===== src/rtl/pbr_pkg.sv =====
// ----------------------------------------------------------------------------
// pbr_pkg
// Shared types and constants of the proximity blink-rate LED block.
// ----------------------------------------------------------------------------
`default_nettype none

package pbr_pkg;

    localparam int CM_W       = 11;
    localparam int DIST_W     = 10;
    localparam int FAST_W     = 10;
    localparam int SLOW_W     = 12;
    localparam int CFG_DATA_W = 12;
    localparam int CFG_IDX_W  = 2;
    localparam int PROD_W     = DIST_W + SLOW_W;
    localparam int PER_W      = SLOW_W + 1;
    localparam int HALF_W     = PER_W - 1;
    localparam int DIV_STEPS  = PROD_W;
    localparam int CNT_W      = $clog2(DIV_STEPS + 1);

    localparam logic [CFG_IDX_W-1:0] CFG_PANIC = 2'd0;
    localparam logic [CFG_IDX_W-1:0] CFG_BLINK = 2'd1;
    localparam logic [CFG_IDX_W-1:0] CFG_FAST  = 2'd2;
    localparam logic [CFG_IDX_W-1:0] CFG_SLOW  = 2'd3;

    localparam logic [DIST_W-1:0] PANIC_RST = 10'd10;
    localparam logic [DIST_W-1:0] BLINK_RST = 10'd100;
    localparam logic [FAST_W-1:0] FAST_RST  = 10'd80;
    localparam logic [SLOW_W-1:0] SLOW_RST  = 12'd500;

    typedef struct packed {
        logic [DIST_W-1:0] panic;
        logic [DIST_W-1:0] blink;
        logic [FAST_W-1:0] fast;
        logic [SLOW_W-1:0] slow;
    } t_cfg;

    typedef struct packed {
        logic load;
        logic decide;
        logic div_step;
        logic adjust;
        logic commit;
    } t_cmd;

    typedef struct packed {
        logic needs_div;
        logic div_last;
        logic out_free;
    } t_status;

endpackage

`default_nettype wire


===== src/rtl/pbr_ctrl.sv =====
// ----------------------------------------------------------------------------
// pbr_ctrl
// Sequencer: takes a tick beat, steps the datapath through the period
// calculation and commits the LED state when the output register is free.
// ----------------------------------------------------------------------------
`default_nettype none

module pbr_ctrl (
    input  wire logic              i_clk,
    input  wire logic              i_rst_n,
    input  wire logic              i_valid,
    input  pbr_pkg::t_status       i_status,
    output logic                   o_ready,
    output pbr_pkg::t_cmd          o_cmd
);

    typedef enum logic [2:0] {
        S_IDLE,
        S_DECIDE,
        S_DIV,
        S_ADJUST,
        S_FINISH
    } t_state;

    t_state r_state;
    t_state n_state;

    always_comb begin
        n_state = r_state;
        o_cmd   = '0;
        unique case (r_state)
            S_IDLE: begin
                o_cmd.load = i_valid;
                if (i_valid) begin
                    n_state = S_DECIDE;
                end
            end
            S_DECIDE: begin
                o_cmd.decide = 1'b1;
                n_state      = i_status.needs_div ? S_DIV : S_FINISH;
            end
            S_DIV: begin
                o_cmd.div_step = 1'b1;
                if (i_status.div_last) begin
                    n_state = S_ADJUST;
                end
            end
            S_ADJUST: begin
                o_cmd.adjust = 1'b1;
                n_state      = S_FINISH;
            end
            S_FINISH: begin
                o_cmd.commit = i_status.out_free;
                if (i_status.out_free) begin
                    n_state = S_IDLE;
                end
            end
            default: begin
                n_state = S_IDLE;
            end
        endcase
    end

    assign o_ready = (r_state == S_IDLE);

    always_ff @(posedge i_clk) begin
        if (!i_rst_n) begin
            r_state <= S_IDLE;
        end else begin
            r_state <= n_state;
        end
    end

endmodule

`default_nettype wire


===== src/rtl/pbr_dpath.sv =====
// ----------------------------------------------------------------------------
// pbr_dpath
// Datapath: tick capture, period interpolation with a restoring divider,
// elapsed counter, blink phase and output register.
// ----------------------------------------------------------------------------
`default_nettype none

module pbr_dpath #(
    parameter int ELAPSED_WIDTH = 16
) (
    input  wire logic                         i_clk,
    input  wire logic                         i_rst_n,
    input  pbr_pkg::t_cmd                     i_cmd,
    input  pbr_pkg::t_cfg                     i_cfg,
    input  wire logic                         i_active,
    input  wire logic [pbr_pkg::CM_W-1:0]     i_distance_cm,
    input  wire logic                         i_ready,
    output pbr_pkg::t_status                  o_status,
    output logic                              o_valid,
    output logic                              o_led_on
);

    logic                          r_active;
    logic [pbr_pkg::CM_W-1:0]      r_cm;
    logic [pbr_pkg::PROD_W-1:0]    r_quo;
    logic [pbr_pkg::DIST_W-1:0]    r_rem;
    logic [pbr_pkg::CNT_W-1:0]     r_cnt;
    logic [pbr_pkg::HALF_W-1:0]    r_half;
    logic [ELAPSED_WIDTH-1:0]      r_elapsed;
    logic                          r_phase;

    logic                          far;
    logic                          near;
    logic [pbr_pkg::DIST_W-1:0]    off;
    logic [pbr_pkg::DIST_W-1:0]    span;
    logic                          slow_ge;
    logic [pbr_pkg::SLOW_W-1:0]    fast_ext;
    logic [pbr_pkg::SLOW_W-1:0]    diff;
    logic [pbr_pkg::PROD_W-1:0]    prod;
    logic [pbr_pkg::DIST_W:0]      trial;
    logic [pbr_pkg::DIST_W:0]      trial_sub;
    logic                          trial_ge;
    logic [pbr_pkg::PER_W-1:0]     period;
    logic [ELAPSED_WIDTH-1:0]      elapsed_inc;
    logic [ELAPSED_WIDTH-1:0]      n_elapsed;
    logic                          n_phase;

    assign far  = !r_cm[pbr_pkg::CM_W-1] && (r_cm[pbr_pkg::DIST_W-1:0] > i_cfg.blink);
    assign near = r_cm[pbr_pkg::CM_W-1] || (r_cm[pbr_pkg::DIST_W-1:0] <= i_cfg.panic)
                  || (i_cfg.blink <= i_cfg.panic);

    assign off      = r_cm[pbr_pkg::DIST_W-1:0] - i_cfg.panic;
    assign span     = i_cfg.blink - i_cfg.panic;
    assign fast_ext = pbr_pkg::SLOW_W'(i_cfg.fast);
    assign slow_ge  = (i_cfg.slow >= fast_ext);
    assign diff     = slow_ge ? (i_cfg.slow - fast_ext) : (fast_ext - i_cfg.slow);
    assign prod     = pbr_pkg::PROD_W'(off) * pbr_pkg::PROD_W'(diff);

    // one quotient bit per step
    assign trial     = {r_rem, r_quo[pbr_pkg::PROD_W-1]};
    assign trial_ge  = (trial >= {1'b0, span});
    assign trial_sub = trial - {1'b0, span};

    assign period = slow_ge
        ? (pbr_pkg::PER_W'(fast_ext) + pbr_pkg::PER_W'(r_quo[pbr_pkg::SLOW_W-1:0]))
        : (pbr_pkg::PER_W'(fast_ext) - pbr_pkg::PER_W'(r_quo[pbr_pkg::SLOW_W-1:0]));

    assign elapsed_inc = (r_elapsed == '1) ? r_elapsed : (r_elapsed + 1'b1);

    always_comb begin
        n_elapsed = elapsed_inc;
        n_phase   = r_phase;
        priority if (!r_active) begin
            n_phase = 1'b0;
        end else if (far) begin
            n_phase = 1'b1;
        end else if (elapsed_inc >= ELAPSED_WIDTH'(r_half)) begin
            n_elapsed = '0;
            n_phase   = !r_phase;
        end
    end

    assign o_status.needs_div = r_active && !far && !near;
    assign o_status.div_last  = (r_cnt == pbr_pkg::CNT_W'(1));
    assign o_status.out_free  = !o_valid || i_ready;

    always_ff @(posedge i_clk) begin
        if (i_cmd.load) begin
            r_active <= i_active;
            r_cm     <= i_distance_cm;
        end
        if (i_cmd.decide) begin
            r_half <= pbr_pkg::HALF_W'(i_cfg.fast[pbr_pkg::FAST_W-1:1]);
            r_quo  <= prod;
            r_rem  <= '0;
            r_cnt  <= pbr_pkg::CNT_W'(pbr_pkg::DIV_STEPS);
        end
        if (i_cmd.div_step) begin
            r_quo <= {r_quo[pbr_pkg::PROD_W-2:0], trial_ge};
            r_rem <= trial_ge ? trial_sub[pbr_pkg::DIST_W-1:0] : trial[pbr_pkg::DIST_W-1:0];
            r_cnt <= r_cnt - 1'b1;
        end
        if (i_cmd.adjust) begin
            r_half <= period[pbr_pkg::PER_W-1:1];
        end
        if (i_cmd.commit) begin
            o_led_on <= n_phase;
        end
    end

    always_ff @(posedge i_clk) begin
        if (!i_rst_n) begin
            r_elapsed <= '0;
            r_phase   <= 1'b1;
            o_valid   <= 1'b0;
        end else begin
            if (i_cmd.commit) begin
                r_elapsed <= n_elapsed;
                r_phase   <= n_phase;
                o_valid   <= 1'b1;
            end else if (i_ready) begin
                o_valid <= 1'b0;
            end
        end
    end

endmodule

`default_nettype wire


===== src/rtl/proximity_blink_rate_led.sv =====
// Sequence: accept, decide and finish when inactive, steady or at the fast rate;
// accept, decide, 22 restoring divider steps, adjust and finish when interpolated.
// A new tick is accepted only after the last result commits to a free output.
// Reset (synchronous, active low): registers to defaults, counter 0, phase lit.
// ----------------------------------------------------------------------------
// proximity_blink_rate_led
// Parking sensor style LED: steady beyond the blink distance, blinking with
// a distance dependent period below it, dark while inactive.
// ----------------------------------------------------------------------------
`default_nettype none

module proximity_blink_rate_led #(
    parameter int ELAPSED_WIDTH = 16
) (
    input  wire logic                               i_clk,
    input  wire logic                               i_rst_n,
    input  wire logic                               i_cfg_we,
    input  wire logic [pbr_pkg::CFG_IDX_W-1:0]      i_cfg_idx,
    input  wire logic [pbr_pkg::CFG_DATA_W-1:0]     i_cfg_data,
    input  wire logic                               i_valid,
    output logic                                    o_ready,
    input  wire logic                               i_active,
    input  wire logic signed [pbr_pkg::CM_W-1:0]    i_distance_cm,
    output logic                                    o_valid,
    input  wire logic                               i_ready,
    output logic                                    o_led_on
);

    pbr_pkg::t_cfg    r_cfg;
    pbr_pkg::t_cmd    cmd;
    pbr_pkg::t_status status;

    always_ff @(posedge i_clk) begin
        if (!i_rst_n) begin
            r_cfg.panic <= pbr_pkg::PANIC_RST;
            r_cfg.blink <= pbr_pkg::BLINK_RST;
            r_cfg.fast  <= pbr_pkg::FAST_RST;
            r_cfg.slow  <= pbr_pkg::SLOW_RST;
        end else if (i_cfg_we) begin
            unique case (i_cfg_idx)
                pbr_pkg::CFG_PANIC: r_cfg.panic <= i_cfg_data[pbr_pkg::DIST_W-1:0];
                pbr_pkg::CFG_BLINK: r_cfg.blink <= i_cfg_data[pbr_pkg::DIST_W-1:0];
                pbr_pkg::CFG_FAST:  r_cfg.fast  <= i_cfg_data[pbr_pkg::FAST_W-1:0];
                pbr_pkg::CFG_SLOW:  r_cfg.slow  <= i_cfg_data[pbr_pkg::SLOW_W-1:0];
                default: begin
                end
            endcase
        end
    end

    pbr_ctrl u_ctrl (
        .i_clk    (i_clk),
        .i_rst_n  (i_rst_n),
        .i_valid  (i_valid),
        .i_status (status),
        .o_ready  (o_ready),
        .o_cmd    (cmd)
    );

    pbr_dpath #(
        .ELAPSED_WIDTH (ELAPSED_WIDTH)
    ) u_dpath (
        .i_clk         (i_clk),
        .i_rst_n       (i_rst_n),
        .i_cmd         (cmd),
        .i_cfg         (r_cfg),
        .i_active      (i_active),
        .i_distance_cm (i_distance_cm),
        .i_ready       (i_ready),
        .o_status      (status),
        .o_valid       (o_valid),
        .o_led_on      (o_led_on)
    );

    // a result never overwrites one still waiting
    a_commit_free: assert property (@(posedge i_clk) disable iff (!i_rst_n)
        cmd.commit |-> (!o_valid || i_ready))
        else $error("commit while output register held");

    a_commit_valid: assert property (@(posedge i_clk) disable iff (!i_rst_n)
        cmd.commit |=> o_valid)
        else $error("committed beat not presented");

    a_accept_busy: assert property (@(posedge i_clk) disable iff (!i_rst_n)
        (i_valid && o_ready) |=> !o_ready)
        else $error("ready right after accept");

    a_div_busy: assert property (@(posedge i_clk) disable iff (!i_rst_n)
        cmd.div_step |-> (!o_ready && !cmd.commit))
        else $error("divider stepping outside busy window");

endmodule

`default_nettype wire


===== config.mk =====
export PLATFORM = sky130hd
export DESIGN_NAME = proximity_blink_rate_led
export DESIGN_NICKNAME = d
export VERILOG_FILES = /design/src/rtl/pbr_pkg.sv /design/src/rtl/pbr_ctrl.sv /design/src/rtl/pbr_dpath.sv /design/src/rtl/proximity_blink_rate_led.sv
export SDC_FILE = /design/constraint.sdc
export NUM_CORES = 1
export LEC_CHECK = 0
export ABC_AREA = 1
export BUFFER_PORTS_ARGS = -buffer_cell sky130_fd_sc_hd__buf_2
export CAP_MARGIN = 25
export CORE_AREA = 2 2 147 149
export DETAILED_ROUTE_END_ITERATION = 12
export DIE_AREA = 0 0 149 151
export GPL_ROUTABILITY_DRIVEN = 1
export PLACE_DENSITY = 0.84
export SYNTH_ARGS = -nofsm -noshare
export SYNTH_HDL_FRONTEND = slang
export SYNTH_HIERARCHICAL = 1
export SYNTH_SLANG_ARGS = --single-unit
export TNS_END_PERCENT = 5

===== constraint.sdc =====
create_clock -name i_clk -period 8.9 [get_ports i_clk]
set_input_delay 1.335 -clock i_clk [delete_from_list [all_inputs] [get_ports i_clk]]
set_output_delay 1.335 -clock i_clk [all_outputs]
set_load 0.02 [all_outputs]

After elaboration in Yosys (flattened, before gate mapping):

Cells that the tools add are included.
Widths: inputs -> output; s select.

* $add $sub $neg: 9
* multiply operators: 1
* div/mod/pow operators: 0
* magnitude comparators: 6
* equal/unequal tests: 12
* shift-type cells: 0
* mux-type cells: 30
* bitwise operators: 0
* reductions and logical operators: 21

Operators by type and width (number)
* $mux 16: 4
* $mux 22: 2
* $mux 12: 3
* $mux 10: 3
* $sub 10x10->10: 3
* $mul 10x12->22: 1
* $le 10x10->1: 2
* $add 16x1->16 const B: 1
* $eq 16x16->1 const B: 1
* $ge 16x12->1: 1
* $pmux 3 s5: 1
* $add 10x12->13: 1
* $mux 13: 1
* $sub 10x12->13: 1
* $ge 12x10->1: 1
* $mux 3: 4
* $sub 10x12->12: 1
* $sub 12x10->12: 1
* $ge 11x10->1: 1
* $gt 10x10->1: 1
* $mux 1: 10
* $mux 5: 2
* $reduce_and 2->1: 4
* $eq 3x2->1 const B: 2
* 15 further kinds: 27

* flip-flop bits (word level): 125
* latch bits: 0
* RAM bits: 0
* memory bits (read-only): 0
* input port bits: 31
* output and inout bits: 3
* logic and storage cells: 94
* memories kept: 0

Longest topological paths before layout:

Gate-level depths: netlist (run 1).

* depth in word-level cells: 7
* depth in mapped cells: 35
* gate-level depth less buffers: 34

Modules after synthesis:

Netlist (run 1), hierarchy kept.

Modules (own cells, without submodules)
* pbr_dpath: instances 1, cells an instance 1540, area an instance 11342.1 um2
* proximity_blink_rate_led: instances 1, cells an instance 250, area an instance 1793.0 um2
* pbr_ctrl: instances 1, cells an instance 31, area an instance 202.7 um2

Worst setup path before layout (run 1):

OpenSTA, ideal clock, no wires.

* kind: flip-flop to flip-flop
* from: reg r_cfg[13] in the netlist's numbering
* to: reg u_dpath/r_quo[21] in the netlist's numbering (data pin)
* arrival: 6.030 ns
* setup slack: 2.616 ns
* stages on the path, launching flop included: 31
* cells stage by stage: dfxtp_1 > inv_1 > fa_1 > nand2_1 > nand2_1 > o21ai_1 > nand2_4 > buf_2 > nand2_1 > nand2_1 > inv_1 > nand2_1 > fa_1 > inv_1 > fa_1 > inv_1 > fa_1 > inv_1 > fa_1 > inv_1 > fa_1 > inv_1 > ha_1 > a21oi_1 > o21ai_0 > a21o_1 > nand2_1 > nand4_1 > or2_2 > nand3_1 > nand2_1

* longest elaborated chain between the ends: 5

Ends and longest elaborated chain
* from (decl): RTL line proximity_blink_rate_led.sv:29 `pbr_pkg::t_cfg r_cfg;`
* $sub 10x12->12 (tied with other cells): RTL line pbr_dpath.sv:56 `assign diff = slow_ge ? (i_cfg.slow - fast_ext) : (fast_ext - i_cfg.slow);`
* $mux 12 *: RTL line pbr_dpath.sv:56
* $mul 10x12->22 *: RTL line pbr_dpath.sv:57 `assign prod = pbr_pkg::PROD_W'(off) * pbr_pkg::PROD_W'(diff);`
* $mux 22 *: RTL line pbr_dpath.sv:92 `if (i_cmd.decide) begin`
* $mux 22 *: RTL line pbr_dpath.sv:98 `if (i_cmd.div_step) begin`
* to (signal assigned): RTL line pbr_dpath.sv:94 `r_quo <= prod;`
* to (signal assigned): RTL line pbr_dpath.sv:99 `r_quo <= {r_quo[pbr_pkg::PROD_W-2:0], trial_ge};`
* to (decl): RTL line pbr_dpath.sv:25 `logic [pbr_pkg::PROD_W-1:0] r_quo;`

Mark *: on every way between the ends. The rest lies on a longest branch, timed or not. The select of a mux whose other input is x is not followed.
A chain may end at the register's enable or synchronous reset.

Worst setup path after layout (run 1):

* from: reg r_cfg[13] in the netlist's numbering
* to: reg u_dpath/r_quo[19] in the netlist's numbering (data pin)

Same word-level chain as after synthesis.

==> impl_metrics.py, run 1 <==
metrics = {
    "layout": {
        "design.final.nets": 2097,
        "flow.area_growth_from_synthesis_pct": 6.74,
        "fillerInstances": 1758,
        "insertedDiodeCount": 0,
        "layout-drive-gt1-share_pct": 6.64,
    },
    "clocking": {
        "cts.hold.buffers_added": 0,
        "cts_num_sinks": 125,
        "post-cts-setup-buffers": 0,
        "clockRootBuffer": "clkbuf_16",
        "tritoncts_clock_tree": "yes",
        "cts_max_level": 4,
        "clk-insertion-delay-late_ps": 430,
        "clk_transition_reported_paths_ps": 60,
        "ctsLongestPathBuffers": 2,
        "post_cts_sizing": 0,
        "cts_inserted_buffers": 17,
    },
    "routing": {
        "detailedRoute.firstIterationViolations": 1001,
        "detail_route.wirelength_microns": 34300,
        "routed-via-count": 12100,
        "post-route-drc-count": 0,
        "first_pass_iters": 7,
        "detail_route.vias_per_cell": 5.67,
        "avgRoutedWirePerCell_microns": 16.1,
        "post_route_ant_nets": 0,
    },
    "logic_synthesis": {
        "synth.top_cells.by_count": "nand2_1, inv_1, nor2_1",
        "yosys_warnings": 6,
        "synthTopCellsByArea": "edfxtp_1, ha_1, fa_1",
        "yosysMostFrequentCell": "nand2_1",
        "yosys_register_bits": 125,
        "postSynthCellCount": 1821,
        "synth_flop_cell": "dfxtp_1",
        "yosys.cell_types.count": 55,
        "syn_nets": 2078,
        "synthesis.area_sq_um": 13300,
        "synthDominantAreaCellType": "edfxtp_1",
        "synthDominantCellAreaShare_pct": 14.0,
        "seq_area_frac_synth_pct": 23.4,
        "syn_area_per_cell_sq_um": 7.32,
        "number_of_enable_flip_flop_cells_after_synthesis": 62,
        "synthArstFlopShare_pct": 0,
    },
    "critical_path": {
        "slowest_stage_cell_on_the_critical_path": "fa_1",
        "cp-end-kind": "register",
        "critical_path_buffer_and_inverter_count": 4,
        "reg2reg_to": "u_dpath/r_quo[19]",
        "worstSetupStartpointType": "register",
        "cp_data_required_time_ps": 9080,
        "timing_worst_setup_path_type": "register to register",
        "r2r_start": "r_cfg[13]",
        "cp_slowest_stage_delay_ps": 550,
        "timing.critical_path.fanout_max": 19,
        "r2r_setup_slack_ps": 1700,
        "r2r_cell_count": 26,
        "timing.critical_path.arrival_ps": 7380,
        "cp_top_family": "adder cells",
    },
    "sta": {
        "drv_slew": 0,
        "rsz0062_at_grt": "no",
        "total_setup_violations_reported_at_the_end_of_the_flow": 0,
        "fin_worst_hold_slack_ps": 472,
        "timing.final.crit_share_pct": 80.9,
        "max-slew-margin-rel_pct": 26.2,
        "max_freq_mhz": 139,
        "hold_violation_total_from_the_final_report": 0,
        "final_setup_tns_ps": 0,
        "worst_clock_skew_ps": 10.4,
        "timing_worst_slew_pin_value_ps": 1100,
        "timing.final.crit_period_ps": 7200,
    },
    "floorplanning": {
        "die_height_microns": 151,
        "core_sq_um": 20800,
        "ioPinCount": 34,
        "floorplan.initialDensity_pct": 64.1,
        "die_area_sq_um": 22500,
        "core.rowCount": 53,
        "fp.dieW_microns": 149,
    },
    "hold_path": {
        "worstHoldStart": "r_cfg[35]",
        "min_path_cells": 2,
        "hold-path-endpoint": "r_cfg[35]",
        "worstHoldPathType": "register to register",
    },
    "global_routing": {
        "grt_pass1_wl_microns": 55400,
        "first_global_vias": 11500,
        "groute.usage.overall_pct": 31.2,
        "grt_antenna_before_repair": 0,
        "global_route.overflow_total": 0,
        "grt_max_degree": 45,
    },
    "status": {
        "run_status": "completed",
    },
    "place": {
        "post-dp-hpwl_microns": 26900,
        "gp_weighted_congestion": 1.05,
        "port_buffers": 33,
    },
    "flow_run": {
        "maxCapViolations": 0,
    },
}
==> cells by family (layout without fill, tap and decap cells) <==
kind of cell             Yosys count  after routing  share of synthesized area [%]
buffers and inverters            358            390                           10.8
AO/OA/AOI/OAI                    260            260                           10.8
XOR/XNOR                          63             63                           4.25
flip-flops                       125            125                           23.4
adder cells (fa/ha/maj)          226            226                           25.9
AND/OR/NAND/NOR                  789            789                           24.9
==> final cells by class <==
cell class              instances  area (sq um)  share of cell area (%)
multi-input cells            1338          8780                    61.7
flip-flops and latches        125          3120                    21.9
inverters                     320          1210                    8.47
clock buffers                  19           475                    3.34
well taps                     275           344                    2.42
repair buffers                 38           206                    1.45
clock inverters                13           100                   0.703
==> flip-flops by register name (all words and copies together), names as in the netlist <==
register           flops
u_dpath/r_quo         22
u_dpath/r_cnt          5
u_dpath/o_valid        1
u_dpath/r_phase        1
r_cfg                 42
u_dpath/r_elapsed     16
u_ctrl/r_state         3
u_dpath/r_rem         10
u_dpath/r_active       1
u_dpath/r_cm          11
u_dpath/o_led_on       1
u_dpath/r_half        12
==> cells in the final DEF, fill, tap and decap left out, types with 33 or more instances in the layout <==
cell type  synthesis  final
nor2_1           238    238
o21ai_0           80     80
buf_2             10     33
a21oi_1          122    122
xor2_1            43     43
dfxtp_1           63     63
nand2_1          403    403
edfxtp_1          62     62
nand3_1           74     74
fa_1              84     84
ha_1             142    142
inv_1            304    304
==> worst reg2reg max path: cells and delay by family, from the launching register on <==
| kind | cells | cell delay (ps) |
|---|---|---|
| xor+xnor | 1 | 410 |
| flops | 1 | 480 |
| simple gates | 12 | 1820 |
| compound gates | 2 | 300 |
| fa+ha+maj | 7 | 3500 |
| buf+inv | 4 | 460 |
==> metrics by stage <==
step | instances | cell area (sq um) | utilization [%] | setup WS, ps
detailed placement | 2095 | 13600 | 65.6 | 1830
CTS | 2127 | 14200 | 68.3 | 1790
finish | 2128 | 14200 | 68.4 | 1700
global placement | 2095 | 13600 | 65.6 | 1880
global route | 2128 | 14200 | 68.4 | 1370
floorplan | 1821 | 13300 | - | 2620
==> per-layer routing <==
| metal | global-route usage [%] | up-vias | routed length [microns] |
|---|---|---|---|
| li1 | - | 5823 | - |
| met1 | 40.8 | 5672 | 14600 |
| met2 | 52.0 | 489 | 16200 |
| met3 | 6.11 | 83 | 2540 |
| met4 | 10.9 | 0 | 1040 |
| met5 | 0 | - | 0 |
==> worst max path at each step <==
stage                          from                 to  slack (ps)  depth (start not counted)
after global routing       r_cfg[5]  u_dpath/r_quo[19]        1370                         26
after floorplan           r_cfg[13]  u_dpath/r_quo[21]        2620                         30
after CTS                 r_cfg[13]  u_dpath/r_quo[19]        1790                         26
final                     r_cfg[13]  u_dpath/r_quo[19]        1700                         26
after detailed placement  r_cfg[13]  u_dpath/r_quo[19]        1830                         26
after global placement     r_cfg[0]  u_dpath/r_quo[19]        1880                         27
Power of run 1 is not shown: default switching activity piles up to over one toggle a cycle in this logic, so the estimate is an artifact.
==> run 2: changes to the inputs <==
==> constraint.sdc (replaced) <==
create_clock -name i_clk -period 6.8 [get_ports i_clk]
set_input_delay 1.02 -clock i_clk [delete_from_list [all_inputs] [get_ports i_clk]]
set_output_delay 1.02 -clock i_clk [all_outputs]
set_load 0.02 [all_outputs]
==> impl_metrics.py, run 2 (synthesized netlist as in run 1, its figures left out) <==
metrics = {
    "clocking": {
        "cts_max_level": 4,
        "tritoncts_clock_tree": "yes",
        "clockRootBuffer": "clkbuf_16",
        "clk_transition_reported_paths_ps": 60,
        "clk-insertion-delay-late_ps": 420,
        "cts.hold.buffers_added": 0,
        "cts_num_sinks": 125,
        "ctsLongestPathBuffers": 2,
        "cts_inserted_buffers": 17,
    },
    "sta": {
        "max-slew-margin-rel_pct": 35.3,
        "drv_slew": 0,
        "total_setup_violations_reported_at_the_end_of_the_flow": 0,
        "timing_worst_slew_pin_value_ps": 969,
        "timing.final.crit_share_pct": 96.2,
        "max_freq_mhz": 153,
        "hold_violation_total_from_the_final_report": 0,
        "final_setup_tns_ps": 0,
        "timing.final.crit_period_ps": 6540,
        "rsz0062_at_grt": "yes",
        "worst_clock_skew_ps": 11.9,
    },
    "floorplanning": {
        "die_height_microns": 151,
        "ioPinCount": 34,
        "die_area_sq_um": 22500,
        "floorplan.initialDensity_pct": 64.1,
        "core_sq_um": 20800,
        "fp.dieW_microns": 149,
        "core.rowCount": 53,
    },
    "hold_path": {
        "hold-path-endpoint": "u_dpath/o_valid",
        "worstHoldStart": "u_dpath/o_valid",
        "min_path_cells": 2,
        "worstHoldPathType": "register to register",
    },
    "place": {
        "placedCellCount": 2121,
        "gp_weighted_congestion": 0.954,
        "post-dp-hpwl_microns": 26500,
        "port_buffers": 33,
    },
    "flow_run": {
        "maxCapViolations": 0,
    },
    "layout": {
        "largest_register_ffs": 42,
        "highest_count_cells_in_the_layout_ignoring_fill_and_taps": "nand2_1, inv_1, nor2_1",
        "finish.cell_count_without_fillers": 2161,
        "fillerInstances": 1739,
        "layout-drive-gt1-share_pct": 9.86,
        "largest-register": "r_cfg",
        "mostFrequentLayoutCell": "nand2_1",
        "largestRegisters": "r_cfg (42), u_dpath/r_quo (22), u_dpath/r_elapsed (16)",
        "insertedDiodeCount": 0,
        "flow.area_growth_from_synthesis_pct": 9.43,
        "design.final.nets": 2130,
    },
    "critical_path": {
        "cp_data_required_time_ps": 6970,
        "r2r_cell_count": 27,
        "r2r_start": "r_cfg[2]",
        "reg2reg_to": "u_dpath/r_quo[21]",
        "timing.critical_path.arrival_ps": 6710,
        "timing_worst_setup_path_type": "register to register",
        "r2r_setup_slack_ps": 260,
        "worstSetupStartpointType": "register",
        "cp-end-kind": "register",
        "timing.critical_path.fanout_max": 18,
    },
    "status": {
        "run_status": "completed",
    },
    "global_routing": {
        "groute.usage.overall_pct": 30.9,
        "first_global_vias": 11500,
        "grt_max_degree": 45,
        "global_route.overflow_total": 0,
        "grt_antenna_before_repair": 0,
        "grt_pass1_wl_microns": 55100,
    },
    "routing": {
        "post_route_ant_nets": 0,
        "post-route-drc-count": 0,
        "detail_route.wirelength_microns": 33800,
        "detailedRoute.firstIterationViolations": 985,
        "detail_route.vias_per_cell": 5.55,
        "first_pass_iters": 5,
        "routed-via-count": 12000,
        "avgRoutedWirePerCell_microns": 15.7,
    },
}
[run 2: cell count changes in the layout (fill, tap and decap cells not counted), moves of 3 or more]
| cell | before | now |
|---|---|---|
| buf_4 | 4 | 38 |
| ha_1 | 142 | 133 |
| ha_2 | 0 | 8 |
| o21ai_0 | 80 | 74 |
| a21oi_1 | 122 | 117 |
| a21oi_2 | 3 | 8 |
| nand2_1 | 403 | 398 |
| nand2_2 | 6 | 11 |
| o21ai_1 | 6 | 10 |
| clkinv_4 | 2 | 5 |
| inv_6 | 4 | 1 |
[run 2: layout make-up]
cell class              instances  area, sq um  area share [%]
clock buffers                  21          460            3.15
clock inverters                11          111           0.763
inverters                     320         1210            8.32
multi-input cells            1338         8890            60.9
flip-flops and latches        125         3130            21.4
well taps                     275          344            2.36
repair buffers                 71          450            3.09
[run 2: metal layers]
metal	global-route usage [%]	part of all wire (%)	vias to the layer above
met5	0	0	-
met4	8.24	2.3	0
met3	5.96	8.1	57
met2	51.6	47	480
met1	41.4	43	5569
li1	-	-	5895
[run 2: stage by stage]
step,cell area (sq um),setup WS (ps),utilization (%),hold WS (ps)
2_1_floorplan,13300,516,-,429
3_3_place_gp,13800,79.2,66.5,450
3_5_place_dp,13800,-18.7,66.5,456
4_1_cts,14400,40.6,69.2,484
5_1_grt,14600,-78.1,70.1,526
6_report,14600,259,70.1,488
[run 2: critical path, stage by stage (launching register included)]
cell	delay, ps
dfxtp_1	360
inv_1	60
ha_2	390
nand2_1	150
nor3_1	280
o21ai_2	130
nand2_4	150
inv_8	70
or2_1	210
o21a_1	130
inv_2	120
nor2_2	70
fa_1	530
fa_1	530
fa_1	520
fa_1	550
inv_1	60
fa_1	530
inv_1	50
ha_1	350
a21oi_2	170
o21ai_0	140
a21o_1	200
nand2_1	70
nand4_1	90
or2_2	280
nand3_1	70
nand2_1	60
[run 2: worst max-delay path by stage]
stage               slack, ps           endpoint             from  cells past startpoint
global placement           80  u_dpath/r_quo[20]  u_dpath/r_cm[3]                     28
global route              -80  u_dpath/r_quo[21]         r_cfg[2]                     27
floorplan                 520  u_dpath/r_quo[21]        r_cfg[13]                     30
CTS                        40  u_dpath/r_quo[21]         r_cfg[8]                     31
finish                    260  u_dpath/r_quo[21]         r_cfg[2]                     27
detailed placement        -20  u_dpath/r_quo[20]        r_cfg[35]                     29
[run 2: what timing repair did]
action	4_1_cts	5_1_grt
buffers inserted	0	7
pin swaps	0	2
endpoints found under the setup margin	4	13
resized for setup	1	42
Power of run 2 is left out for the same reason.
==> run 3: changes to the inputs <==
--- a/config.mk
+++ b/config.mk
@@ -8,11 +8,12 @@
 export ABC_AREA = 1
 export BUFFER_PORTS_ARGS = -buffer_cell sky130_fd_sc_hd__buf_2
 export CAP_MARGIN = 25
-export CORE_AREA = 2 2 147 149
+export CORE_AREA = 2 2 146 148
+export CTS_BUF_LIST = sky130_fd_sc_hd__clkbuf_8
 export DETAILED_ROUTE_END_ITERATION = 12
-export DIE_AREA = 0 0 149 151
+export DIE_AREA = 0 0 148 150
 export GPL_ROUTABILITY_DRIVEN = 1
-export PLACE_DENSITY = 0.84
+export PLACE_DENSITY = 0.82
 export SYNTH_ARGS = -nofsm -noshare
 export SYNTH_HDL_FRONTEND = slang
 export SYNTH_HIERARCHICAL = 1
==> impl_metrics.py, run 3 (synthesized netlist as in run 1, its figures left out) <==
metrics = {
    "layout": {
        "largest_register_ffs": 42,
        "largest-register": "r_cfg",
        "mostFrequentLayoutCell": "nand2_1",
        "largestRegisters": "r_cfg (42), u_dpath/r_quo (22), u_dpath/r_elapsed (16)",
        "flow.area_growth_from_synthesis_pct": 8.31,
        "design.final.nets": 2127,
        "insertedDiodeCount": 0,
        "summed_area_of_non_filler_cells_in_the_final_layout_sq_um": 14400,
        "highest_count_cells_in_the_layout_ignoring_fill_and_taps": "nand2_1, inv_1, nor2_1",
        "layout-drive-gt1-share_pct": 9.77,
    },
    "global_routing": {
        "grt_use_met3_pct": 5.64,
        "gr-max-usage-layer": "met2",
        "global_route.overflow_total": 0,
        "grt_pass1_wl_microns": 54500,
        "groute.usage.overall_pct": 30.7,
        "first_global_vias": 11400,
        "grt_antenna_before_repair": 0,
        "grt.met2_usage_pct": 51.1,
        "grt.met1_usage_pct": 41.5,
        "grt_max_degree": 45,
    },
    "routing": {
        "routed-via-count": 12000,
        "post_route_ant_nets": 0,
        "detail_route.wirelength_microns": 33300,
        "detail_route.vias_per_cell": 5.55,
        "detailedRoute.firstIterationViolations": 925,
        "post-route-drc-count": 0,
        "avgRoutedWirePerCell_microns": 15.5,
        "first_pass_iters": 5,
    },
    "critical_path": {
        "cp_top_family": "adder cells",
        "slowest_stage_cell_on_the_critical_path": "fa_1",
        "critical_path_buffer_and_inverter_count": 8,
        "timing_worst_setup_path_type": "register to register",
        "worstSetupStartpointType": "register",
        "timing.critical_path.arrival_ps": 6740,
        "cp_data_required_time_ps": 7020,
        "timing.critical_path.fanout_max": 5,
        "cp-end-kind": "register",
        "crit_top_cell": "inv_1",
        "cp_slowest_stage_delay_ps": 560,
    },
    "sta": {
        "max_freq_mhz": 153,
        "timing.final.crit_period_ps": 6530,
        "timing.final.ws_setup_ps": 273,
        "max-slew-margin-rel_pct": 38.9,
        "worst_clock_skew_ps": 20.0,
        "rsz0062_at_grt": "yes",
        "total_setup_violations_reported_at_the_end_of_the_flow": 0,
        "hold_violation_total_from_the_final_report": 0,
        "timing.final.crit_share_pct": 96.0,
        "drv_slew": 0,
        "timing_worst_slew_pin_value_ps": 915,
    },
    "place": {
        "post-dp-hpwl_microns": 26300,
        "port_buffers": 33,
        "detailed_place.area_sq_um": 13800,
        "gp_weighted_congestion": 0.981,
        "place_worst_setup_slack_ps": -63.9,
    },
    "floorplanning": {
        "ioPinCount": 34,
        "fp.dieW_microns": 148,
        "floorplan.initialDensity_pct": 64.5,
        "die_height_microns": 150,
        "core.rowCount": 53,
        "die_area_sq_um": 22200,
        "core_sq_um": 20700,
    },
    "clocking": {
        "cts_max_level": 4,
        "cts_inserted_buffers": 17,
        "clk_transition_reported_paths_ps": 80,
        "ctsLongestPathBuffers": 2,
        "tritoncts_clock_tree": "yes",
        "cts.hold.buffers_added": 0,
        "cts_num_sinks": 125,
        "clockRootBuffer": "clkbuf_8",
        "clk-insertion-delay-late_ps": 470,
    },
    "flow_run": {
        "maxCapViolations": 0,
    },
    "status": {
        "run_status": "completed",
    },
    "hold_path": {
        "worstHoldPathType": "register to register",
    },
}
-- run 3: worst register-to-register path: cells and delay by family, from the launching register on --
| family | cells | cell delay [ps] |
|---|---|---|
| AND/OR/NAND/NOR | 9 | 980 |
| flip-flops | 1 | 360 |
| XOR/XNOR | 1 | 180 |
| AO/OA/AOI/OAI | 5 | 820 |
| adder cells (fa/ha/maj) | 7 | 3250 |
| buffers and inverters | 8 | 680 |
-- run 3: final timing paths --
kind                            startpoint                 to  cells after the start  slack (ps)
worst min register to register   r_cfg[35]          r_cfg[35]                      2         480
worst max register to register    r_cfg[5]  u_dpath/r_quo[21]                     30         270
worst min-delay path             r_cfg[35]          r_cfg[35]                      2         480
worst max-delay path              r_cfg[5]  u_dpath/r_quo[21]                     30         270
-- run 3: per-stage QoR --
step,instances,hold slack [ps],setup TNS (ps),util [%]
5_1_grt,2158,514,-188,69.8
2_1_floorplan,1821,429,0,-
6_report,2158,480,0,69.8
3_3_place_gp,2121,455,0,66.9
3_5_place_dp,2121,469,-63.9,66.9
4_1_cts,2153,490,0,68.9
-- run 3: final cells by class --
class                   instances  area (sq um)
clock inverters                15           174
fillers                      1752          6240
flip-flops and latches        125          3120
well taps                     275           344
clock buffers                  17           234
inverters                     320          1220
repair buffers                 68           428
multi-input cells            1338          8920
-- run 3: repair_timing --
| action | CTS | global route |
|---|---|---|
| buffers inserted | 0 | 4 |
| cloned | 0 | 0 |
| pin swaps | 0 | 3 |
| endpoints found under the hold margin | 0 | 0 |
| endpoints found under the setup margin | 2 | 13 |
| resized for setup | 2 | 48 |
-- run 3: per-layer routing --
metal	vias to the layer above	wire length, microns
li1	5888	-
met1	5590	14400
met2	447	15700
met3	59	2460
met4	0	775
met5	-	0
Power of run 3 is left out for the same reason.
